File: src/rtl/button_press_channel_mode_fsm_macros.svh
// Assertion macros shared by the button press channel mode machine.
`ifndef BUTTON_PRESS_CHANNEL_MODE_FSM_MACROS_SVH
`define BUTTON_PRESS_CHANNEL_MODE_FSM_MACROS_SVH

// Same-cycle implication, sampled on clk_i and held off while rst_ni is low.
`define BPCM_ASSERT_NOW(label, ante, cons, msg) \
  label: assert property (@(posedge clk_i) disable iff (!rst_ni) (ante) |-> (cons)) \
    else $error(msg);

// Next-cycle implication, sampled on clk_i and held off while rst_ni is low.
`define BPCM_ASSERT_NEXT(label, ante, cons, msg) \
  label: assert property (@(posedge clk_i) disable iff (!rst_ni) (ante) |=> (cons)) \
    else $error(msg);

`endif

File: src/rtl/bpcm_pkg.sv
// Types, codes and defaults for the button press channel mode machine.
package bpcm_pkg;

  localparam int unsigned ChannelsDefault = 10;
  localparam logic [15:0] LongPressReset  = 16'd4000;
  localparam int unsigned TickW           = 16;

  // Press classes.
  localparam logic [1:0] ClassNone  = 2'd0;
  localparam logic [1:0] ClassShort = 2'd1;
  localparam logic [1:0] ClassLong  = 2'd2;

  // LED colour codes.
  localparam logic [2:0] LedYellow     = 3'd0;
  localparam logic [2:0] LedGreen      = 3'd1;
  localparam logic [2:0] LedRed        = 3'd2;
  localparam logic [2:0] LedGreenBlink = 3'd3;
  localparam logic [2:0] LedBlinkBase  = 3'd4;

  // Threshold setting codes.
  localparam logic [1:0] SetTen    = 2'd0;
  localparam logic [1:0] SetTwenty = 2'd1;
  localparam logic [1:0] SetThirty = 2'd2;

  // Per-channel mode, one-hot.
  typedef enum logic [6:0] {
    ModeOff     = 7'b0000001,
    ModeReady   = 7'b0000010,
    ModeMonitor = 7'b0000100,
    ModeSet10   = 7'b0001000,
    ModeSet20   = 7'b0010000,
    ModeSet30   = 7'b0100000,
    ModeFault   = 7'b1000000
  } mode_e;

  // Input transaction fields, last field in the lowest bits.
  typedef struct packed {
    logic       enter_fault;
    logic       cable_ok;
    logic       pressed;
    logic [3:0] channel;
  } item_t;

  // Result transaction fields, last field in the lowest bits.
  typedef struct packed {
    logic [1:0] setting_code;
    logic       setting_valid;
    logic       clear_alarms;
    logic       ack_break;
    logic       monitoring;
    logic [2:0] led_code;
    logic [1:0] press_class;
    logic [2:0] mode_now;
  } result_t;

  // Numeric mode as reported on the result.
  function automatic logic [2:0] mode_code(mode_e m);
    logic [2:0] code;
    unique case (m)
      ModeOff:     code = 3'd0;
      ModeReady:   code = 3'd1;
      ModeMonitor: code = 3'd2;
      ModeSet10:   code = 3'd3;
      ModeSet20:   code = 3'd4;
      ModeSet30:   code = 3'd5;
      ModeFault:   code = 3'd6;
      default:     code = 3'd0;
    endcase
    return code;
  endfunction

endpackage

File: src/rtl/button_press_channel_mode_fsm.sv
// Top level: per-channel button press classifier and channel mode machine.

// One transaction in, one transaction out, at up to one item per clock cycle.
// An accepted item sits in an input register, where that channel's state flops
// are read, the press is classified and the mode is advanced; once the result
// register is free or draining, both the channel state and the result register
// are written together. Items for the same channel may follow each other
// directly, because the channel state is updated at the edge at which the
// following item enters the input register. The input side keeps accepting
// while a result waits, until both the input register and the result register
// are full. Channels at or above CHANNELS give an all-zero result and leave
// all state untouched. The long-press time is written over the configuration
// channel, which is always ready, and should only change while no item is in
// flight.
`include "button_press_channel_mode_fsm_macros.svh"

module button_press_channel_mode_fsm #(
  parameter int unsigned CHANNELS = bpcm_pkg::ChannelsDefault
) (
  input  logic       clk_i,
  input  logic       rst_ni,
  // Configuration channel: long_press_ticks.
  input  logic       cfg_valid_i,
  output logic       cfg_ready_o,
  input  logic [15:0] cfg_data_i,
  // Input items.
  input  logic       s_axis_tvalid_i,
  output logic       s_axis_tready_o,
  // [3:0] channel, [4] pressed, [5] cable_ok, [6] enter_fault, [7] zero
  input  logic [7:0] s_axis_tdata_i,
  // Result items.
  output logic       m_axis_tvalid_o,
  input  logic       m_axis_tready_i,
  // [2:0] mode_now, [4:3] press_class, [7:5] led_code, [8] monitoring,
  // [9] ack_break, [10] clear_alarms, [11] setting_valid,
  // [13:12] setting_code, [15:14] zero
  output logic [15:0] m_axis_tdata_o
);
  import bpcm_pkg::*;

  localparam int unsigned ChIdxW = (CHANNELS > 1) ? $clog2(CHANNELS) : 1;
  localparam int unsigned ChExtW = 6;
  localparam int unsigned ResW   = $bits(result_t);

  // Configuration register.
  logic [TickW-1:0] long_q;

  // Pipeline registers.
  logic    in_valid_q;
  item_t   in_q;
  logic    out_valid_q;
  result_t res_q;
  logic    advance;

  // Per-channel state.
  mode_e            mode_q [CHANNELS];
  logic [TickW-1:0] hold_q [CHANNELS];
  logic             rel_q  [CHANNELS];

  // Compute stage signals.
  logic [ChExtW-1:0] ch_ext;
  logic [ChIdxW-1:0] idx;
  logic              in_range;
  mode_e             cur_mode;
  mode_e             mode_d;
  logic [TickW-1:0]  hold_d;
  logic              rel_d;
  logic              state_wr;
  result_t           res_d;
  logic [1:0]        cls;
  logic [TickW-1:0]  cls_hold;
  logic              cls_rel;
  logic [TickW-1:0]  hold_cur;
  logic [TickW-1:0]  hold_inc;
  logic [TickW-1:0]  short_floor;

  // Handshake: the compute stage moves when the result register is free or draining.
  assign advance         = in_valid_q && (!out_valid_q || m_axis_tready_i);
  assign s_axis_tready_o = !in_valid_q || advance;
  assign cfg_ready_o     = 1'b1;
  assign m_axis_tvalid_o = out_valid_q;
  assign m_axis_tdata_o  = {{(16 - ResW){1'b0}}, res_q};

  // Configuration register write.
  always_ff @(posedge clk_i or negedge rst_ni) begin
    if (!rst_ni) begin
      long_q <= LongPressReset;
    end else if (cfg_valid_i) begin
      long_q <= cfg_data_i;
    end
  end

  // Input register.
  always_ff @(posedge clk_i or negedge rst_ni) begin
    if (!rst_ni) begin
      in_valid_q <= 1'b0;
    end else if (s_axis_tready_o) begin
      in_valid_q <= s_axis_tvalid_i;
    end
  end

  always_ff @(posedge clk_i) begin
    if (s_axis_tvalid_i && s_axis_tready_o) begin
      in_q <= item_t'(s_axis_tdata_i[$bits(item_t)-1:0]);
    end
  end

  // Channel selection.
  assign ch_ext   = {{(ChExtW - 4){1'b0}}, in_q.channel};
  assign in_range = (ch_ext < ChExtW'(CHANNELS));
  assign idx      = ch_ext[ChIdxW-1:0];
  assign hold_cur = hold_q[idx];

  // Press classification for the selected channel.
  assign short_floor = {4'b0000, long_q[TickW-1:4]};
  assign hold_inc    = (hold_cur == {TickW{1'b1}}) ? hold_cur : hold_cur + TickW'(1);

  always_comb begin
    cls      = ClassNone;
    cls_hold = hold_cur;
    cls_rel  = rel_q[idx];
    if (!in_q.pressed) begin
      cls_rel = 1'b1;
      if (hold_cur <= short_floor) begin
        cls_hold = '0;
      end else if (hold_cur <= long_q) begin
        cls_hold = '0;
        cls      = ClassShort;
      end
    end else if (rel_q[idx]) begin
      if (hold_inc >= long_q) begin
        cls_hold = '0;
        cls_rel  = 1'b0;
        cls      = ClassLong;
      end else begin
        cls_hold = hold_inc;
      end
    end
  end

  // Mode machine and result for the selected channel.
  always_comb begin
    cur_mode = in_q.enter_fault ? ModeFault : mode_q[idx];
    mode_d   = cur_mode;
    hold_d   = cls_hold;
    rel_d    = cls_rel;
    state_wr = in_range;
    res_d    = '0;
    res_d.press_class = cls;
    unique case (cur_mode)
      ModeOff: begin
        res_d.ack_break = 1'b1;
        res_d.led_code  = LedYellow;
        if (cls == ClassShort) begin
          mode_d = ModeReady;
        end else if (cls == ClassLong) begin
          mode_d = ModeSet10;
        end
      end
      ModeReady: begin
        res_d.ack_break = 1'b1;
        res_d.led_code  = LedGreenBlink;
        if (cls == ClassShort) begin
          mode_d = ModeMonitor;
        end
      end
      ModeMonitor: begin
        res_d.ack_break  = (cls != ClassNone);
        res_d.led_code   = in_q.cable_ok ? LedGreen : LedRed;
        res_d.monitoring = 1'b1;
        if (cls == ClassLong) begin
          mode_d = ModeOff;
        end
      end
      ModeSet10: begin
        res_d.led_code = LedBlinkBase;
        if (cls == ClassShort) begin
          mode_d = ModeSet20;
        end else if (cls == ClassLong) begin
          mode_d              = ModeMonitor;
          res_d.setting_valid = 1'b1;
          res_d.setting_code  = SetTen;
        end
      end
      ModeSet20: begin
        res_d.led_code = LedBlinkBase + 3'd1;
        if (cls == ClassShort) begin
          mode_d = ModeSet30;
        end else if (cls == ClassLong) begin
          mode_d              = ModeMonitor;
          res_d.setting_valid = 1'b1;
          res_d.setting_code  = SetTwenty;
        end
      end
      ModeSet30: begin
        res_d.led_code = LedBlinkBase + 3'd2;
        if (cls == ClassShort) begin
          mode_d = ModeSet10;
        end else if (cls == ClassLong) begin
          mode_d              = ModeMonitor;
          res_d.setting_valid = 1'b1;
          res_d.setting_code  = SetThirty;
        end
      end
      ModeFault: begin
        res_d.led_code   = LedRed;
        res_d.monitoring = 1'b1;
        if (cls != ClassNone) begin
          res_d.clear_alarms = 1'b1;
          res_d.ack_break    = 1'b1;
          mode_d             = (cls == ClassShort) ? ModeMonitor : ModeOff;
        end
      end
      default: begin
        // An unknown stored mode falls back to off and leaves the press timing alone.
        mode_d = ModeOff;
        hold_d = hold_cur;
        rel_d  = rel_q[idx];
        res_d  = '0;
      end
    endcase
    res_d.mode_now = mode_code(mode_d);
    if (!in_range) begin
      res_d = '0;
    end
  end

  // Channel state update.
  always_ff @(posedge clk_i or negedge rst_ni) begin
    if (!rst_ni) begin
      for (int i = 0; i < CHANNELS; i++) begin
        mode_q[i] <= ModeOff;
        hold_q[i] <= '0;
        rel_q[i]  <= 1'b0;
      end
    end else if (advance && state_wr) begin
      mode_q[idx] <= mode_d;
      hold_q[idx] <= hold_d;
      rel_q[idx]  <= rel_d;
    end
  end

  // Result register.
  always_ff @(posedge clk_i or negedge rst_ni) begin
    if (!rst_ni) begin
      out_valid_q <= 1'b0;
    end else if (advance) begin
      out_valid_q <= 1'b1;
    end else if (m_axis_tready_i) begin
      out_valid_q <= 1'b0;
    end
  end

  always_ff @(posedge clk_i) begin
    if (advance) begin
      res_q <= res_d;
    end
  end

  // Checks on the compute stage and result register.
  `BPCM_ASSERT_NOW(a_setting_on_long, out_valid_q && res_q.setting_valid,
    res_q.press_class == ClassLong && res_q.mode_now == 3'd2,
    "threshold setting written without a long press")
  `BPCM_ASSERT_NOW(a_clear_has_ack, out_valid_q && res_q.clear_alarms,
    res_q.ack_break && res_q.press_class != ClassNone,
    "alarms cleared without an acknowledged press")
  `BPCM_ASSERT_NOW(a_mode_onehot, advance && in_range, $onehot(mode_q[idx]),
    "stored channel mode is not one-hot")
  `BPCM_ASSERT_NEXT(a_result_follows, advance, out_valid_q,
    "compute stage moved but no result is held")

endmodule
File: config.mk
export PLATFORM = sky130hd
export DESIGN_NAME = button_press_channel_mode_fsm
export DESIGN_NICKNAME = d
export VERILOG_FILES = /design/src/rtl/bpcm_pkg.sv /design/src/rtl/button_press_channel_mode_fsm.sv
export VERILOG_INCLUDE_DIRS = /design/src /design/src/rtl
export SDC_FILE = /design/constraint.sdc
export NUM_CORES = 1
export LEC_CHECK = 0
export BUFFER_PORTS_ARGS = -buffer_cell sky130_fd_sc_hd__buf_2
export CORE_MARGIN = 8
export CORE_UTILIZATION = 59
export CTS_BUF_LIST = sky130_fd_sc_hd__clkbuf_16
export DETAILED_ROUTE_END_ITERATION = 7
export PLACE_DENSITY = 0.79
export SYNTH_ARGS = -nofsm -noshare
export SYNTH_HDL_FRONTEND = slang
export SYNTH_SLANG_ARGS = --single-unit
File: constraint.sdc
create_clock -name clk_i -period 7.6 [get_ports clk_i]
set_input_delay 2.28 -clock clk_i [delete_from_list [all_inputs] [get_ports clk_i]]
set_output_delay 2.28 -clock clk_i [all_outputs]
set_load 0.1 [all_outputs]
==> results of run 1 <==
[worst reg2reg max path, stage by stage, from the launching register on]
cell and delay, ps:
edfxtp_1 1150, buf_4 470, mux2i_1 140, o211a_1 360, inv_1 180, ha_1 310, nand3_4 160, nor3_1 550
nand4_1 200, mux2i_1 190, ha_1 350, nand2_1 50, o21ai_0 270, nand2b_1 160, a211oi_1 50, buf_4 170
nor3_1 620, nor2_1 150, o211ai_1 690, and4_1 320
[kinds of logic (layout without fill, tap and decap cells)]
| family | count (synthesis) | in the layout |
|---|---|---|
| mux | 227 | 227 |
| flops | 279 | 279 |
| fa+ha+maj | 45 | 45 |
| other cells | 2 | 3 |
| simple gates | 379 | 379 |
| compound gates | 332 | 332 |
| xor+xnor | 11 | 11 |
| buf+inv | 122 | 150 |
[layer usage]
| metal | up-vias | GRT usage (%) | part of all wire [%] |
|---|---|---|---|
| li1 | 5096 | - | - |
| met1 | 5533 | 31.9 | 41 |
| met5 | - | 0 | 0 |
| met4 | 0 | 8.16 | 2.8 |
| met2 | 516 | 39.1 | 47 |
| met3 | 93 | 4.55 | 8.7 |
[registers in the layout, indices dropped and copies added (netlist names)]
register,flops
hold_q,160
mode_q,70
long_q,16
m_axis_tdata_o,14
rel_q,10
idx,4
in_q,3
in_valid_q,1
m_axis_tvalid_o,1
[final timing paths]
check / startpoint / to / slack [ps]
worst min register to register: mode_q[66] / mode_q[66] / 480
worst min-delay path: mode_q[66] / mode_q[66] / 480
max in group asynchronous: rst_ni / hold_q[110] / 4490
worst max register to register: idx[0] / m_axis_tdata_o[2] / 930
worst max-delay path: idx[0] / m_axis_tdata_o[2] / 930
min in group asynchronous: rst_ni / mode_q[13] / 1780
[metrics by stage]
stage | setup slack [ps] | hold slack (ps)
finish | 934 | 476
global route | 621 | 493
CTS | 1080 | 478
detailed placement | 1110 | 460
global placement | 1190 | 455
floorplan | 2150 | 439
[power by group]
part	leakage, nW	internal [mW]	switching, mW
clock	0.512	0.965	0.584
sequential	3.54	1.83	0.168
combinational	3.41	0.458	0.673
total	7.46	3.26	1.42
[area by class of cell]
type	count	area [µm²]	share of cell area [%]
multi-input cells	997	7440	44.9
flip-flops and latches	279	7110	42.9
clock buffers	29	726	4.38
repair buffers	68	450	2.72
well taps	330	413	2.49
clock inverters	24	328	1.98
inverters	29	109	0.657
[placed cells by master, fill, tap and decap left out, types with 10 or more instances in the layout]
cell	Yosys	layout
nand2_1	160	160
nor2_1	101	93
ha_1	45	45
dfstp_2	16	16
a21oi_1	26	26
nand4_1	14	14
clkbuf_16	0	29
a31oi_1	45	45
o22ai_1	35	35
buf_4	5	22
nand3_1	21	21
nor3_1	16	15
dfrtp_1	242	242
o21ai_1	11	11
mux2_4	11	11
nand2b_1	11	11
buf_2	21	42
inv_1	24	26
xnor2_1	10	10
o21ai_0	103	103
a211oi_1	10	10
mux2_2	109	109
mux2i_1	88	88
edfxtp_1	21	21
mux2_1	12	12
==> metrics.txt, run 1 <==
Total Power=around 4.7 mW; Initial Utilization=roughly 60%; Mapped Cells=1,397; Compound-Gate Fraction of Synth Area=between 10% and 20%; CP Capture Type=register; Simple-Gate Fraction of Synth Area=11.9%; outcome=finished clean; Buf+Inv Stages, Crit Path=3; Area after DPL=15,500 µm²; prevailing post-synth register cell=dfrtp_1; via count=11,200; asr flop ratio synth=just over 90%; Max-Cap Viols=0; Power Dens Cells=between 200 and 300 nW/µm²; cell depth of the worst hold path=2; Worst-Skew Late Latency=550 ps; Starting DRT DRC Count=roughly 1,200; core area=25,300 µm²; global route overflow=0; Via density=6.40; critical-path cell list=buf_4, mux2i_1, o211a_1, inv_1, ha_1, nand3_4, nor3_1, nand4_1, mux2i_1, ha_1, nand2_1, o21ai_0, nand2b_1, a211oi_1, buf_4, nor3_1, nor2_1, o211ai_1, and4_1; #FFs+latches synth=roughly 280; Slew Viols, Final=0; largest net degree at the start of global routing=159; Worst path depth=19; final std cell area, no fill=around 17,000 µm²; period utilisation layout=between 80 and 90%; Worst-Margin Slew=between 1000 and 1500 ps; H-tree depth=1; CTS tree=done; final weighted congestion in routability-driven placement=a little over 0.9; worst-path maximum fanout=16; CP Class=register to register; Fillers=1,828; CTS Hold Buffers Added=0; cell area after synthesis=between 15,000 and 20,000 µm²; vias in the first global route=roughly 11,000; Post-Synth XOR/XNOR Area=less than 1%; # setup viols final=0; Critical Path RT=between 8000 and 9000 ps; Area Growth Syn to Fin=9.19%; TritonCTS Buffers=29; Max Buffers Root-to-Sink=3; row count=58; layout cells sized above 1=23.1%; post-layout util=around 66%; Worst Reg-to-Reg Cells=19; Mapped Avg Cell Area=roughly 11 µm²; Vert. Die Dim=~180 µm; Lkg Pwr=~7.5 nW; drt wl/cell=21.4 µm; setup repair bufs after CTS=0; CTS resizes=0; Root Driver=clkbuf_16; placed cells=approximately 1,700; Area contributors post-synth=dfrtp_1 40%, mux2_2 8.1%, mux2i_1 5.8%; die area=slightly above 30,000 µm²; Final HPWL DP=24.5 mm; distinct cell type count after synthesis=98; Slew headroom=around a fifth; CP max stage delay=1150 ps; first-pass GRT wire length=between 60 and 70 mm; number of I/O pins=48; fin crit period=approximately 6700 ps; antenna viol nets, final=0; f_max=approximately 150 MHz; initial antenna violation count=0; ANT cells=0; VDD IR max=between 0.15 and 0.2 mV; Final Hold Viols=0; DRC=0; largest family of logic cells by synthesized area=multiplexers; Hold WC Path Type=register to register; die span in x=176 µm; DRT Pass-1 Iters=8; startpoint types=register; Adder-Cell Fraction of Synth Area=3.71%; yosys warns=0; GRT Total Usage=roughly 24%; Top delay family on crit path=simple AND/OR/NAND/NOR gates; area share of the largest cell type after synthesis=between 30% and 40%; setup repair after global routing missed its margin=false; non-filler cells, final=around 1,800; final net count=~1,500; Post-synth top cells=242 x dfrtp_1, 160 x nand2_1, 109 x mux2_2; Worst path slowest cell=edfxtp_1; Post-synth EDFFs=21; post-synthesis mux area share=16.9%; area leader, netlist=dfrtp_1; CTS clk-pin slew, worst paths=about 60 ps; WP data arrival=approximately 7100 ps; Max Clock Skew=14.2 ps; Setup TNS=0 ps; final WL=between 30 and 40 mm; most frequent cell after synthesis=dfrtp_1; clk sink count=roughly 280; register area share after synthesis=46.8%; IO buf count=43
Note: power is estimated with default switching activity, not from simulation.
==> inputs of run 2 (changes only) <==
- CORE_UTILIZATION: 59 -> 60
- PLACE_DENSITY: 0.79 -> 0.8
- SETUP_SLACK_MARGIN: unset -> 0.05
==> run 2 against run 1 <==
- critical path depth is 1 lower
- critical endpoint is now m_axis_tdata_o[0]
- largest power group unchanged
- via count rose by 1.3%
- combinational power hardly changed
- wire length grew 1.6%
- clock power is 3% lower
- non-clock buffer count shrank 3
- worst hold slack worse by 3.5 ps
- clock skew fell by 3.0 ps
- critical path type unchanged
- die area down 1.5%
==> metrics.txt, run 2 (synthesis results as in run 1) <==
area of the multi-input gates=7440 µm² (unchanged); most frequent cells in the layout=242 x dfrtp_1, 160 x nand2_1, 109 x mux2_2; antenna viol nets, final=0 (unchanged); setup repair after global routing missed its margin=false; CP Capture Type=register; outcome=finished clean; Initial Utilization=60.6% (+0.52 points); initial antenna violation count=0 (unchanged); die span in x=175 µm (-0.76%); Worst Reg-to-Reg Cells=18 (-1); H-tree depth=1 (unchanged); GRT Total Usage=24.7% (+0.67 points); VDD IR max=0.184 mV (-5.8%); die area=30,600 µm² (-1.5%); Root Driver=clkbuf_16; clk sink count=279 (unchanged); placed cells=1,700 (-0.18%); non-filler cells, final=1,752 (-0.23%); Final Hold Viols=0 (unchanged); Setup TNS=0 ps (unchanged); TritonCTS Buffers=29 (unchanged); Max Clock Skew=11.2 ps (-3.05 ps); reg-to-reg startpoint=idx[0]; Vert. Die Dim=175 µm (-0.76%); drt wl/cell=21.7 µm (+1.8%); Slew headroom=13.2% (-5.9 points); fin crit period=6660 ps (-3.52 ps); RR Endpoint=m_axis_tdata_o[0]; reg2reg setup slack=940 ps (about the same); global route overflow=0 (unchanged); ANT cells=0 (unchanged); vias in the first global route=11,100 (-2.0%); Hold WC Path Type=register to register; Register Area=7110 µm² (unchanged); DRT Pass-1 Iters=5 (-3); f_max=150 MHz (about the same); period utilisation layout=87.7% (about the same); DRC=0 (unchanged); setup repair bufs after CTS=0 (unchanged); most common cell after layout, fill and taps aside=dfrtp_1; Power Dens Cells=282 nW/µm² (-0.34%); Worst-Skew Late Latency=560 ps (about the same); CTS tree=done; final WL=38.1 mm (+1.6%); CTS Hold Buffers Added=0 (unchanged); crit path capture=m_axis_tdata_o[0]; Total Power=4.64 mW (-0.85%); hold_ws=472 ps (-3.45 ps); Worst-Margin Slew=1300 ps (+86.9 ps); Critical Path RT=7860 ps (-150 ps); Max-Cap Viols=0 (unchanged); largest registers=hold_q x160, mode_q x70, long_q x16; IO buf count=43 (unchanged); layout cells sized above 1=22.9% (-0.22 points); Starting DRT DRC Count=1,169 (-5.3%); final net count=1,475 (-0.20%); first-pass GRT wire length=60.9 mm (+0.31%); largest net degree at the start of global routing=140 (-12%); row count=58 (unchanged); number of flip-flops in the largest register=160 (unchanged); post-layout util=65.8% (+0.24 points); Via density=6.50 (+1.5%); Final HPWL DP=24.9 mm (+1.6%); Slew Viols, Final=0 (unchanged); WP data arrival=6920 ps (-150 ps); CP Class=register to register; final weighted congestion in routability-driven placement=0.950 (+2.3%); CTS resizes=0 (unchanged); via count=11,400 (+1.3%); # setup viols final=0 (unchanged); worst-path maximum fanout=23 (+7); Area Growth Syn to Fin=8.64%; core area=25,000 µm² (-0.86%); Worst Setup SP=idx[0]; Biggest register=hold_q; number of I/O pins=48 (unchanged); startpoint types=register; Lkg Pwr=7.44 nW (-0.38%); Max Buffers Root-to-Sink=3 (unchanged); CTS clk-pin slew, worst paths=60 ps (about the same); Fillers=1,877 (+2.7%)
## run 2: cell types whose count changed in the layout (fill, tap and decap cells not counted), sizes merged
cell      before  now
bufinv         8    5
clkbuf        29   31
buf           68   65
clkinvlp       4    2
inv           32   34
## run 2: worst min-delay path by stage
stage,cells past startpoint,start,end
floorplan,2,mode_q[37],mode_q[37]
global route,1,hold_q[149],hold_q[149]
CTS,2,mode_q[38],mode_q[38]
global placement,2,mode_q[58],mode_q[58]
detailed placement,2,mode_q[38],mode_q[38]
finish,2,mode_q[55],mode_q[55]
## run 2: area by class of cell
| class | instances | area share (%) |
|---|---|---|
| clock inverter | 21 | 1.46 |
| tap | 330 | 2.50 |
| timing repair buffer | 65 | 2.44 |
| sequential | 279 | 43.1 |
| inverter | 29 | 0.660 |
| clock buffer | 31 | 4.71 |
| multi-input combinational | 997 | 45.1 |
## run 2: layer usage
metal	up-vias	global-route usage, %	part of all wire, %
li1	5086	-	-
met1	5672	33.2	42
met2	514	39.3	47
met3	113	4.04	7.5
met4	0	10.0	3.7
met5	-	0	0
## run 2: where the power goes
| part | total [mW] | switching [mW] | leakage, nW | internal, mW |
|---|---|---|---|---|
| combinational | 1.13 | 0.676 | 3.39 | 0.456 |
| clock | 1.51 | 0.603 | 0.508 | 0.907 |
| sequential | 2.00 | 0.167 | 3.54 | 1.83 |
| total | 4.64 | 1.45 | 7.44 | 3.20 |
## run 2: critical path, cell delays in order, from the launching register on
cell and delay [ps]:
edfxtp_1 870, buf_4 510, mux2i_1 140, o22ai_1 190
o22a_1 620, nand4_4 270, nor4_1 500, nand3_1 150
mux2_2 340, ha_1 330, nand2_1 50, o21ai_0 220
nand2b_1 170, a211oi_1 60, buf_4 170, nor3_1 650
nor2_1 130, a41oi_1 830, nand3_1 150
## run 2: through the flow
step | setup slack (ps) | area [µm²]
2_1_floorplan | 2150 | 15200
3_3_place_gp | 1120 | 15500
3_5_place_dp | 1140 | 15500
4_1_cts | 1110 | 16500
5_1_grt | 596 | 16500
6_report | 938 | 16500
==> inputs of run 3 (changes only) <==
- CORE_MARGIN: 8 -> 2
- CORE_UTILIZATION: 60 -> 46
- PLACE_DENSITY: 0.8 -> 0.65
==> run 3 against run 2 <==
- clock-buffer cell count is the same
- critical path depth grew 2
- clock skew grew 16 ps
- sequential share of layout area shrank 0.18 points
- non-clock buffer count grew 4
- via count shrank 3.8%
- flip-flop and latch count is the same
- critical endpoint is now m_axis_tdata_o[2]
==> metrics.txt, run 3 (synthesis results as in run 1) <==
CTS resizes=0 (unchanged); via count=11,000 (-3.8%); IO buf count=43 (unchanged); post-place setup slack=1250 ps (+111 ps); clk sink count=279 (unchanged); Area Growth Syn to Fin=9.10%; die span in x=186 µm (+6.1%); GRT Total Usage=22.3% (-2.4 points); f_max=154 MHz (+2.7%); period utilisation layout=85.3% (-2.3 points); ANT cells=0 (unchanged); DRT Pass-1 Iters=5 (unchanged); Worst path depth=20 (+2); Final Hold Viols=0 (unchanged); antenna viol nets, final=0 (unchanged); post-route worst setup slack=1110 ps (+176 ps); global route overflow=0 (unchanged); worst hold endpoint=mode_q[37]; Final HPWL DP=24.8 mm (-0.18%); outcome=finished clean; initial antenna violation count=0 (unchanged); setup repair after global routing missed its margin=false; # setup viols final=0 (unchanged); most common cell after layout, fill and taps aside=dfrtp_1; Slew Viols, Final=0 (unchanged); Vert. Die Dim=186 µm (+6.1%); number of flip-flops in the largest register=160 (unchanged); die area=34,500 µm² (+12%); Worst Reg-to-Reg Cells=20 (+2); Worst-Margin Slew=1050 ps (-248 ps); RR Endpoint=m_axis_tdata_o[2]; DRC=0 (unchanged); number of I/O pins=48 (unchanged); Worst path slowest cell=or3b_2; Initial Utilization=46.6% (-14 points); Slew headroom=29.9% (+17 points); CP max stage delay=610 ps (-260 ps); WP data arrival=6790 ps (-130 ps); CTS Hold Buffers Added=0 (unchanged); Power Dens Cells=268 nW/µm² (-4.7%); Critical Path RT=7900 ps (+40 ps); final net count=1,480 (+0.34%); CP Capture Type=register; Max Clock Skew=27.2 ps (+16.0 ps); most frequent cells in the layout=242 x dfrtp_1, 160 x nand2_1, 109 x mux2_2; CTS tree=done; hold_ws=470 ps (-1.68 ps); Hold Startpoint=mode_q[37]; Biggest register=hold_q; Lkg Pwr=7.43 nW (-0.13%); CP Class=register to register; startpoint types=register; Worst-Skew Late Latency=570 ps (about the same); VDD IR max=0.187 mV (+1.7%); cell depth of the worst hold path=2 (unchanged); reg-to-reg startpoint=idx[1]; first-pass GRT wire length=60.2 mm (-1.1%); critical-path cell list=buf_4, or3b_2, o211a_1, inv_1, ha_1, nand3_4, nor3_1, nand3b_1, xnor2_1, ha_1, nand2_1, a2bb2oi_1, a21oi_1, nor2_1, nor3_1, buf_4, or3_1, mux2_2, o32a_1, and4_1; largest registers=hold_q x160, mode_q x70, long_q x16; fin crit period=6490 ps (-176 ps); Max-Cap Viols=0 (unchanged); Top delay family on crit path=simple AND/OR/NAND/NOR gates; Buf+Inv Stages, Crit Path=3 (+1); final weighted congestion in routability-driven placement=0.877 (-7.7%); worst-path maximum fanout=13 (-43%); reg2reg setup slack=1110 ps (+180 ps); Root Driver=clkbuf_16; CTS clk-pin slew, worst paths=60 ps (about the same); layout cells sized above 1=22.8% (-0.058 points); TritonCTS Buffers=30 (+3.4%); Setup TNS=0 ps (unchanged); drt wl/cell=20.2 µm (-7.2%); vias in the first global route=10,800 (-3.4%); largest net degree at the start of global routing=120 (-14%); core area=32,500 µm² (+30%); Starting DRT DRC Count=970 (-17%); setup repair bufs after CTS=0 (unchanged); row count=66 (+14%); Max Buffers Root-to-Sink=3 (unchanged); final WL=37.8 mm (-0.88%); Hold WC Path Type=register to register; Via density=5.85 (-10%); H-tree depth=1 (unchanged)
## run 3: cell types whose count changed in the layout (fill, tap and decap cells not counted), moves of 2 or more
cell,delta
buf_4,+2
clkinv_2,+3
inv_1,+4
buf_12,+2
bufinv_16,-5
clkinv_1,+3
## run 3: cell type report
type	count	area, µm²
repair buffers	69	458
clock buffers	31	776
fillers	2953	16000
multi-input cells	997	7440
well taps	442	553
clock inverters	25	116
inverters	29	109
flip-flops and latches	279	7110
## run 3: how the worst max path moves through the flow
stage	startpoint	to	slack, ps
4_1_cts	idx[1]	m_axis_tdata_o[2]	1220
2_1_floorplan	idx[0]	m_axis_tdata_o[1]	2150
3_3_place_gp	idx[1]	m_axis_tdata_o[2]	1310
6_report	idx[1]	m_axis_tdata_o[2]	1110
5_1_grt	idx[3]	m_axis_tdata_o[2]	780
3_5_place_dp	idx[1]	m_axis_tdata_o[2]	1250
## run 3: power by group
part | internal (mW) | total (mW) | switching (mW)
Clock | 0.733 | 1.33 | 0.597
Sequential | 1.83 | 1.99 | 0.156
Combinational | 0.458 | 1.12 | 0.665
## run 3: worst min-delay path, delay by kind of cell (launching register included)
kind,cells,cell delay [ps]
DFF,1,340
and+or+nand+nor,2,100
## run 3: per-stage QoR
stage / total power, mW / area, µm² / utilization [%] / std cells
4_1_cts: 4.47 / 16600 / 50.9 / 1872
3_5_place_dp: 3.13 / 15700 / 48.1 / 1816
6_report: 4.44 / 16600 / 50.9 / 1872
5_1_grt: 4.70 / 16600 / 50.9 / 1872
2_1_floorplan: 2.84 / 15200 / - / 1398
3_3_place_gp: 3.08 / 15700 / 48.1 / 1816
## run 3: routing by layer
metal / vias up / routed length [µm] / global-route usage, %
met5: - / 0 / 0
met4: 0 / 817 / 5.76
met3: 58 / 1850 / 2.92
met2: 314 / 17400 / 36.4
met1: 5458 / 17700 / 31.4
li1: 5123 / - / -
